$ cat src/hdl/adne_pkg.sv
// Shared types and constants for the advertising data local name extractor.
package adne_pkg;

  // Field type codes that carry a local name.
  localparam logic [7:0] TYPE_NAME_SHORT    = 8'h08;
  localparam logic [7:0] TYPE_NAME_COMPLETE = 8'h09;

  // Reset value of the maximum name length register.
  localparam logic [7:0] MAX_NAME_LEN_RST = 8'd29;

  // Parse outcome reported with each result.
  typedef enum logic [1:0] {
    OUT_PARSING   = 2'd0,
    OUT_FOUND     = 2'd1,
    OUT_NONAME    = 2'd2,
    OUT_MALFORMED = 2'd3
  } outcome_t;

  // One result transaction.
  typedef struct packed {
    logic [7:0] name_byte;
    logic       is_name;
    logic       finished;
    outcome_t   outcome;
    logic [7:0] name_count;
  } res_t;

endpackage

$ cat src/hdl/adv_data_name_extractor_core.sv
// Advertising data local name extractor: parser state, result register and skid stage.
//
// Accepts one advertising data byte per clock while in_stall is low and returns
// exactly one result transaction per byte. Each result is computed in the same
// cycle the byte is taken, from the byte and the parser counters, and is
// registered in the output register, or in the skid stage while the output is
// held. A second result register (skid stage) lets the input keep taking
// a byte while the output is stalled; in_stall rises only when both registers
// hold results. The parser walks length-type-value fields, hands out local name
// bytes (shortened or complete name) up to cfg max length, and reports found,
// no name or malformed on the finishing byte. cfg_wr_en must only be used while
// no results are pending.
module adv_data_name_extractor_core
  import adne_pkg::*;
(
  input  logic       clk,
  input  logic       rst_n,
  // Configuration
  input  logic       cfg_wr_en,
  input  logic [7:0] cfg_wr_data,
  // Input channel
  input  logic       in_valid,
  output logic       in_stall,
  input  logic [7:0] in_data_byte,
  input  logic       in_first_byte,
  input  logic [7:0] in_record_length,
  // Result channel
  output logic       out_valid,
  input  logic       out_stall,
  output logic [7:0] out_name_byte,
  output logic       out_is_name,
  output logic       out_finished,
  output logic [1:0] out_outcome,
  output logic [7:0] out_name_count
);

  typedef enum logic [2:0] {
    PH_DONE = 3'd0,
    PH_LEN  = 3'd1,
    PH_TYPE = 3'd2,
    PH_SKIP = 3'd3,
    PH_NAME = 3'd4
  } phase_t;

  // Parser state and configuration.
  phase_t     phase_r, phase_nxt;
  logic [7:0] record_left_r, record_left_nxt;
  logic [7:0] field_left_r, field_left_nxt;
  logic [7:0] copy_left_r, copy_left_nxt;
  logic [7:0] copied_r, copied_nxt;
  logic [7:0] max_name_len_r;

  // Output register and skid stage.
  logic       out_valid_r, out_valid_nxt;
  logic       skid_valid_r, skid_valid_nxt;
  res_t       out_res_r, out_res_nxt;
  res_t       skid_res_r, skid_res_nxt;
  res_t       res;

  logic       in_acc;
  logic       out_take;

  assign in_acc   = in_valid && !skid_valid_r;
  assign out_take = out_valid_r && !out_stall;

  // Parser step for the byte on the input.
  always_comb begin
    phase_t     ph;
    logic [7:0] rl;
    logic [7:0] fl;
    logic [7:0] cl;
    logic [7:0] cp;
    logic [7:0] rl_dec;
    logic [7:0] fl_dec;
    logic [7:0] cl_dec;
    outcome_t   oc;
    logic       is_nm;

    ph    = phase_r;
    rl    = record_left_r;
    fl    = field_left_r;
    cl    = copy_left_r;
    cp    = copied_r;
    oc    = OUT_PARSING;
    is_nm = 1'b0;

    // A first byte restarts the record.
    if (in_first_byte) begin
      cp = 8'd0;
      fl = 8'd0;
      cl = 8'd0;
      rl = in_record_length;
      if (in_record_length == 8'd0) begin
        ph = PH_DONE;
        oc = OUT_NONAME;
      end else begin
        ph = PH_LEN;
      end
    end

    rl_dec = rl - 8'd1;
    fl_dec = fl - 8'd1;
    cl_dec = cl - 8'd1;

    if (ph != PH_DONE && rl != 8'd0) begin
      rl = rl_dec;
      unique case (ph)
        PH_LEN: begin
          if (in_data_byte == 8'd0) begin
            ph = PH_DONE;
            oc = OUT_NONAME;
          end else if (in_data_byte > rl_dec) begin
            ph = PH_DONE;
            oc = OUT_MALFORMED;
          end else begin
            fl = in_data_byte - 8'd1;
            ph = PH_TYPE;
          end
        end
        PH_TYPE: begin
          if (in_data_byte == TYPE_NAME_SHORT || in_data_byte == TYPE_NAME_COMPLETE) begin
            cl = (fl < max_name_len_r) ? fl : max_name_len_r;
            if (cl == 8'd0) begin
              ph = PH_DONE;
              oc = OUT_FOUND;
            end else begin
              ph = PH_NAME;
            end
          end else if (fl == 8'd0) begin
            if (rl_dec == 8'd0) begin
              ph = PH_DONE;
              oc = OUT_NONAME;
            end else begin
              ph = PH_LEN;
            end
          end else begin
            ph = PH_SKIP;
          end
        end
        PH_SKIP: begin
          if (fl != 8'd0) begin
            fl = fl_dec;
          end
          if (fl == 8'd0) begin
            if (rl_dec == 8'd0) begin
              ph = PH_DONE;
              oc = OUT_NONAME;
            end else begin
              ph = PH_LEN;
            end
          end
        end
        PH_NAME: begin
          is_nm = 1'b1;
          cp    = cp + 8'd1;
          if (cl != 8'd0) begin
            cl = cl_dec;
          end
          if (cl == 8'd0) begin
            ph = PH_DONE;
            oc = OUT_FOUND;
          end
        end
        default: begin
          ph = PH_DONE;
        end
      endcase
    end else if (ph != PH_DONE) begin
      // Active phase with no bytes left; close the record quietly.
      ph = PH_DONE;
      oc = OUT_NONAME;
    end

    phase_nxt       = ph;
    record_left_nxt = rl;
    field_left_nxt  = fl;
    copy_left_nxt   = cl;
    copied_nxt      = cp;

    res.name_byte  = is_nm ? in_data_byte : 8'd0;
    res.is_name    = is_nm;
    res.finished   = (oc != OUT_PARSING);
    res.outcome    = oc;
    res.name_count = cp;
  end

  // Output register and skid stage steering.
  always_comb begin
    out_valid_nxt  = out_valid_r;
    out_res_nxt    = out_res_r;
    skid_valid_nxt = skid_valid_r;
    skid_res_nxt   = skid_res_r;
    if (!out_valid_r || out_take) begin
      if (skid_valid_r) begin
        out_valid_nxt  = 1'b1;
        out_res_nxt    = skid_res_r;
        skid_valid_nxt = 1'b0;
      end else if (in_acc) begin
        out_valid_nxt = 1'b1;
        out_res_nxt   = res;
      end else begin
        out_valid_nxt = 1'b0;
      end
    end else if (in_acc) begin
      skid_valid_nxt = 1'b1;
      skid_res_nxt   = res;
    end
  end

  // Control state.
  always_ff @(posedge clk) begin
    if (!rst_n) begin
      phase_r        <= PH_DONE;
      record_left_r  <= 8'd0;
      field_left_r   <= 8'd0;
      copy_left_r    <= 8'd0;
      copied_r       <= 8'd0;
      max_name_len_r <= MAX_NAME_LEN_RST;
      out_valid_r    <= 1'b0;
      skid_valid_r   <= 1'b0;
    end else begin
      if (in_acc) begin
        phase_r       <= phase_nxt;
        record_left_r <= record_left_nxt;
        field_left_r  <= field_left_nxt;
        copy_left_r   <= copy_left_nxt;
        copied_r      <= copied_nxt;
      end
      if (cfg_wr_en) begin
        max_name_len_r <= cfg_wr_data;
      end
      out_valid_r  <= out_valid_nxt;
      skid_valid_r <= skid_valid_nxt;
    end
  end

  // Result payload registers.
  always_ff @(posedge clk) begin
    out_res_r  <= out_res_nxt;
    skid_res_r <= skid_res_nxt;
  end

  assign in_stall       = skid_valid_r;
  assign out_valid      = out_valid_r;
  assign out_name_byte  = out_res_r.name_byte;
  assign out_is_name    = out_res_r.is_name;
  assign out_finished   = out_res_r.finished;
  assign out_outcome    = out_res_r.outcome;
  assign out_name_count = out_res_r.name_count;

  // The skid stage only fills behind a held output.
  a_skid_behind_out : assert property (@(posedge clk) disable iff (!rst_n)
    skid_valid_r |-> out_valid_r)
    else $error("skid stage valid while output register empty");

  // An active parse phase always has record bytes left.
  a_active_has_bytes : assert property (@(posedge clk) disable iff (!rst_n)
    (phase_r != PH_DONE) |-> (record_left_r != 8'd0))
    else $error("active phase with empty record");

  // Name copying always has at least one byte to go.
  a_name_has_copy : assert property (@(posedge clk) disable iff (!rst_n)
    (phase_r == PH_NAME) |-> (copy_left_r != 8'd0))
    else $error("name phase with zero copy count");

  // A name byte is counted and never ends the record as no name or malformed.
  a_name_result : assert property (@(posedge clk) disable iff (!rst_n)
    (out_valid_r && out_res_r.is_name) |->
      (out_res_r.name_count != 8'd0 &&
       (out_res_r.outcome == OUT_PARSING || out_res_r.outcome == OUT_FOUND)))
    else $error("inconsistent name result");

endmodule

$ cat config.mk
export PLATFORM = sky130hd
export DESIGN_NAME = adv_data_name_extractor_core
export DESIGN_NICKNAME = d
export VERILOG_FILES = /design/src/hdl/adne_pkg.sv /design/src/hdl/adv_data_name_extractor_core.sv
export SDC_FILE = /design/constraint.sdc
export NUM_CORES = 1
export LEC_CHECK = 0
export ABC_CLOCK_PERIOD_IN_PS = 3800
export BUFFER_PORTS_ARGS = -buffer_cell sky130_fd_sc_hd__buf_2
export CAP_MARGIN = 15
export CORE_AREA = 2 2 124 126
export DETAILED_ROUTE_END_ITERATION = 8
export DIE_AREA = 0 0 126 128
export PLACE_DENSITY = 0.66
export SETUP_SLACK_MARGIN = 0.02
export SYNTH_ARGS = -nofsm -noshare
export SYNTH_HDL_FRONTEND = slang
export SYNTH_SLANG_ARGS = --single-unit
$ cat constraint.sdc
create_clock -name clk -period 3.8 [get_ports clk]
set_input_delay 0 -clock clk [delete_from_list [all_inputs] [get_ports clk]]
set_output_delay 0 -clock clk [all_outputs]
set_load 0.02 [all_outputs]
-- Yosys cells after proc, flatten, opt, wreduce, memory -nomap -nowiden
Index checks and enable logic that the tools add are counted.
- flip-flop bits (word level): 85
- bits of input ports: 30
- add/subtract/negate cells: 5
- order comparisons: 2
- eq/ne operators: 6
- multiplexer cells: 54
- bitwise gates (word level): 2
- reductions and logical operators: 24
- operators by type and width (cell ; number):
    2-to-1 mux 8 bit ; 20
    logical NOT 8 bit ; 7
    2-to-1 mux 20 bit ; 2
    one-hot mux 8 bit (2 select lines) ; 2
    subtractor 8 x 1 -> 8 bit (second input constant) ; 4
    2-to-1 mux 2 bit ; 15
    nonzero test 8 bit ; 3
    2-to-1 mux 3 bit ; 7
    == test 8 x 4 -> 1 bit (second input constant) ; 2
    one-hot mux 3 bit (4 select lines) ; 1
    adder 8 x 1 -> 8 bit (second input constant) ; 1
    greater-than comparator 8 bit ; 1
    < comparator 8 bit ; 1
    one-hot mux 2 bit (4 select lines) ; 1
    == test 3 x 2 -> 1 bit (second input constant) ; 2
    2-to-1 mux 1 bit ; 6
    AND reduction 2 bit ; 2
    nonzero test 2 bit ; 2
    == test 3 x 1 -> 1 bit (second input constant) ; 1
    == test 3 bit (second input constant) ; 1
    logical AND 1 bit ; 3
    logical NOT 1 bit ; 3
    nonzero test 3 bit ; 1
    logical OR 1 bit ; 2
    other kinds (2) ; 3

-- Longest topological paths before layout
- depth in word-level cells: 13
- depth in mapped cells: 18
- mapped depth without buffers: 12

-- Worst setup path before layout
OpenSTA, ideal clock, no wires.
- path kind: in2reg
- start: input port in_first_byte
- end: register field_left_r[3]
- data arrival time: 3.647 ns
- data required time: 3.668 ns
- setup slack: 0.022 ns
- stages on the path: 17
- path through: buf_4 > buf_4 > buf_6 > buf_2 > buf_2 > buf_2 > mux2i_1 > ha_1 > xor2_1 > ha_1 > and4b_1 > a211o_1 > a21o_1 > a21boi_1 > mux2_2 > a222oi_1 > nor3_1
- word-level cells in the longest chain between the ends: 7
- elaborated cells on any way between the ends: 19
- classes of those cells: add/sub (2); order compare (1); eq/ne (2); mux (10); reduce/logical (4)
- RTL lines (element ; RTL line ; RTL):
    from (decl) ; adv_data_name_extractor_core.sv:25 ; input logic in_first_byte,
    2-to-1 mux 8 bit ; adv_data_name_extractor_core.sv:88 ; if (in_first_byte) begin
    subtractor 8 x 1 -> 8 bit (tied with other cells) ; adv_data_name_extractor_core.sv:101 ; rl_dec = rl - 8'd1;
    greater-than comparator 8 bit / 2-to-1 mux 8 bit (equally long branches) ; adv_data_name_extractor_core.sv:112, adv_data_name_extractor_core.sv:141 ;
    2-to-1 mux 8 bit (on tied branches) ; adv_data_name_extractor_core.sv:112, adv_data_name_extractor_core.sv:107 ;
    2-to-1 mux 8 bit (on tied branches) ; adv_data_name_extractor_core.sv:109, adv_data_name_extractor_core.sv:105 ;
    one-hot mux 8 bit (2 select lines) ; adv_data_name_extractor_core.sv:107 ; unique case (ph)
    2-to-1 mux 8 bit (*) ; adv_data_name_extractor_core.sv:105 ; if (ph != PH_DONE && rl != 8'd0) begin
    to (signal assigned) ; adv_data_name_extractor_core.sv:225 ; field_left_r <= field_left_nxt;
    to (decl) ; adv_data_name_extractor_core.sv:48 ; logic [7:0] field_left_r, field_left_nxt;
Mark *: on every way between the ends. The rest lies on a longest branch, timed or not. The select of a mux whose other input is x is not followed.
A chain may end at the register's enable or synchronous reset.

-- Worst setup path after layout
- start: register record_left_r[1]
- end: register field_left_r[3]
- word-level cells in the longest chain between the ends: 7
- elaborated cells on any way between the ends: 9
- classes of those cells: add/sub (1); order compare (1); mux (5); reduce/logical (2)
- RTL lines (element ; RTL line ; RTL):
    from (decl) ; adv_data_name_extractor_core.sv:47 ; logic [7:0] record_left_r, record_left_nxt;
    from (signal assigned) ; adv_data_name_extractor_core.sv:224 ; record_left_r <= record_left_nxt;
    2-to-1 mux 8 bit (*) ; adv_data_name_extractor_core.sv:88 ;
    subtractor 8 x 1 -> 8 bit ; adv_data_name_extractor_core.sv:101 ;
    greater-than comparator 8 bit ; adv_data_name_extractor_core.sv:112 ; end else if (in_data_byte > rl_dec) begin
    2-to-1 mux 8 bit ; adv_data_name_extractor_core.sv:112 ;
    2-to-1 mux 8 bit ; adv_data_name_extractor_core.sv:109 ; if (in_data_byte == 8'd0) begin
    one-hot mux 8 bit (2 select lines) ; adv_data_name_extractor_core.sv:107 ;
    2-to-1 mux 8 bit (*) ; adv_data_name_extractor_core.sv:105 ;
Mark *: on every way between the ends. The rest lies on a longest branch, timed or not.

==> results.yml <==
status:
  status: "complete, no violations"
routing:
  drtIter0Drc: 486
  firstDrtPassIters: 4
  avgRoutedWirePerCell_um: 17.2
  vias_per_cell: 5.83
  ant_nets: 0
  wl_um: 15600
  via_count: 5294
  drcViolationCount: 0
global_route:
  antenna_found_initial: 0
  grt_use_met2: 0.329
  grt_use_met1: 0.256
  grt_use_met3: 0.0359
  grt.busiest_layer: "met2"
  grt.total_usage: 0.197
  overflow: 0
  grt_pass1_vias: 5150
  grt_max_degree: 32
  grt_pass1_wl_um: 25800
final_layout:
  n_antenna_cell: 0
  layout-drive-gt1-share: 0.161
  num-fill-cells: 1499
  area_growth_pct: 14.9
  fin_nets: 771
  mostFrequentLayoutCell: "nand2_1"
  mostFrequentLayoutCells: "59 x nand2_1, 53 x nor2_1, 51 x buf_2"
setup_path:
  r2r_start: "record_left_r[1]"
  critical-path-max-stage-delay_ps: 440
  worst_setup_path_start_kind: "flop"
  path_buf_inv: 0
  arrival_ps: 3680
  cp-end-kind: "flop"
  rrSetupSlack_ps: 340
  crit_chain: "mux2i_1 > ha_1 > xor2_1 > ha_1 > and4b_1 > a211o_1 > a21o_1 > a21boi_1 > mux2_2 > a222oi_1 > nor3_1"
  cp_max_fo: 7
  cpMostUsedCell: "ha_1"
  reg2reg_depth: 11
  rr_endpoint: "field_left_r[3]"
  cp_top_family: "compound AO/OA/AOI/OAI gates"
  crit_type: "reg -> reg"
  crit_slowest_cell: "a21boi_1"
  critPathRequiredTime_ps: 4020
floorplan:
  io_pins: 52
  core_um2: 14900
  die_y_um: 128
  die_w_um: 126
  start_util: 0.389
  rows: 45
  die_area_um2: 16100
timing:
  fmax_mhz: 289
  setup_tns_ps: 0
  maxSlewHeadroom: 0.276
  finalSetupViolCount: 0
  layout_setup_ws_ps: 343
  worst_slew_pin_slew_ps: 1090
  maxSlewViolCount: 0
  rsz0062_at_grt: "no"
  fin_worst_skew_ps: 6.40
  finalHoldViolCount: 0
  hold_slack_ps: 27.1
  finalCritPeriodShare: 0.910
  fin_crit_ps: 3460
run:
  cap_violations: 0
yosys:
  synth_enable_flop_cells: 40
  netlist_area_um2: 5790
  ys_types: 81
  seq_area_frac_synth: 0.363
  async_flop_share: 0
  ys_ff_latch: 85
  synth_warnings: 0
  synth_ff_type: "dfxtp_1"
  syn_area_per_cell_um2: 8.75
  netlist_instances: 661
  syn_nets: 717
clocking:
  cts_buffer_depth: 2
  numCtsBuffers: 9
  root_buffer: "clkbuf_16"
  clock-sinks: 85
  cts_setup_buffers: 0
  path_clk_slew_ps: 70
  htreeDepth: 3
  insertion_delay_ps: 350
  cts_tree: "yes"
min_path:
  hold_path.class: "in -> reg"
  hold_end: "record_left_r[3]"
  hold_depth: 3
  min_from: "in_record_length[3]"
placed_design:
  routabilityCongestion: 0.913
  io_buffers: 51
  place_hpwl_um: 11300
  preCtsSetupSlack_ps: 296
power:
  cellLeakagePower_nw: 2.65
  finalPower_mw: 2.44
  ir_drop_mv: 0.318
  p_per_area_nw_per_um2: 367
Yosys cell counts, types with 4 or more instances:
library cell / number / area, µm²
xor2_1: 9 / 78.8
and2_1: 10 / 62.6
o31ai_1: 5 / 37.5
nand2b_1: 7 / 43.8
a21oi_1: 43 / 215
buf_2: 8 / 40.0
o21ai_0: 47 / 235
nor4_1: 6 / 37.5
edfxtp_1: 40 / 1200
buf_1: 4 / 15.0
o211ai_1: 6 / 45.0
or3_1: 7 / 43.8
nor3_1: 29 / 145
a211oi_1: 4 / 30.0
o21ai_1: 5 / 25.0
clkbuf_1: 17 / 63.8
a22oi_1: 4 / 30.0
nor2_1: 53 / 199
inv_1: 22 / 82.6
mux2i_1: 16 / 160
mux2_2: 16 / 180
nand2_1: 59 / 221
and3_1: 8 / 50.1
nor3b_1: 5 / 37.5
nand3_1: 22 / 110
a31oi_1: 10 / 62.6
xnor2_1: 17 / 149
o21a_1: 7 / 52.6
ha_1: 26 / 325
dfxtp_1: 45 / 901
nor2b_1: 16 / 100
per-stage QoR:
step	std cells	cell area, µm²	util
after CTS	908	6650	0.447
after global routing	908	6650	0.447
after detailed placement	880	6220	0.419
final	908	6650	0.447
after global placement	880	6220	0.419
after floorplan	661	5790	-
where the power goes:
group | internal (mW) | switching [mW]
clock network | 0.519 | 0.406
registers | 1.00 | 0.0315
logic | 0.191 | 0.288
total | 1.71 | 0.725
timing repair:
| item | 4_1_cts | 5_1_grt |
|---|---|---|
| hold endpoints to repair | 11 | 0 |
| gates resized for setup | 0 | 0 |
| hold buffers | 12 | 0 |
worst reg2reg max path, stage by stage (launching register included):
cell,delay [ps]
dfxtp_1,340
mux2i_1,320
ha_1,360
xor2_1,180
ha_1,270
and4b_1,190
a211o_1,260
a21o_1,160
a21boi_1,440
mux2_2,400
a222oi_1,290
nor3_1,100
flip-flops by register name (all words and copies together), names as in the netlist, 8 cells and up:
name,cells
copied_r,8
copy_left_r,8
record_left_r,8
max_name_len_r,8
field_left_r,8
skid_res_r,20
out_name_count,8
out_name_byte,8
layer usage:
metal  share of wire  up-vias
met4           0.017        0
met1            0.44     2547
met2            0.49      154
met5               0        -
li1                -     2569
met3           0.053       24
worst max path at each step:
stage,cells past startpoint,end,start
2_1_floorplan,17,field_left_r[3],in_first_byte
3_3_place_gp,12,out_finished,in_first_byte
3_5_place_dp,12,field_left_r[4],in_first_byte
4_1_cts,11,out_finished,record_left_r[1]
5_1_grt,11,out_finished,record_left_r[1]
6_report,11,field_left_r[3],record_left_r[1]
final cells by class:
cell class | instances | area, µm² | share of cell area
sequential | 85 | 2100 | 0.316
tap | 188 | 235 | 0.0354
timing repair buffer | 78 | 488 | 0.0734
inverter | 24 | 90.1 | 0.0136
clock inverter | 7 | 78.8 | 0.0119
multi-input combinational | 517 | 3430 | 0.516
clock buffer | 9 | 225 | 0.0339
cells by family after synthesis:
logic type / after synthesis / share of synthesized area
AO/OA/AOI/OAI: 180 / 0.205
XOR/XNOR: 26 / 0.0394
adder cells (fa/ha/maj): 26 / 0.0562
buffers and inverters: 59 / 0.0448
flip-flops: 85 / 0.363
multiplexers: 32 / 0.0588
AND/OR/NAND/NOR: 253 / 0.233
Note: power is estimated with default switching activity, not from simulation.
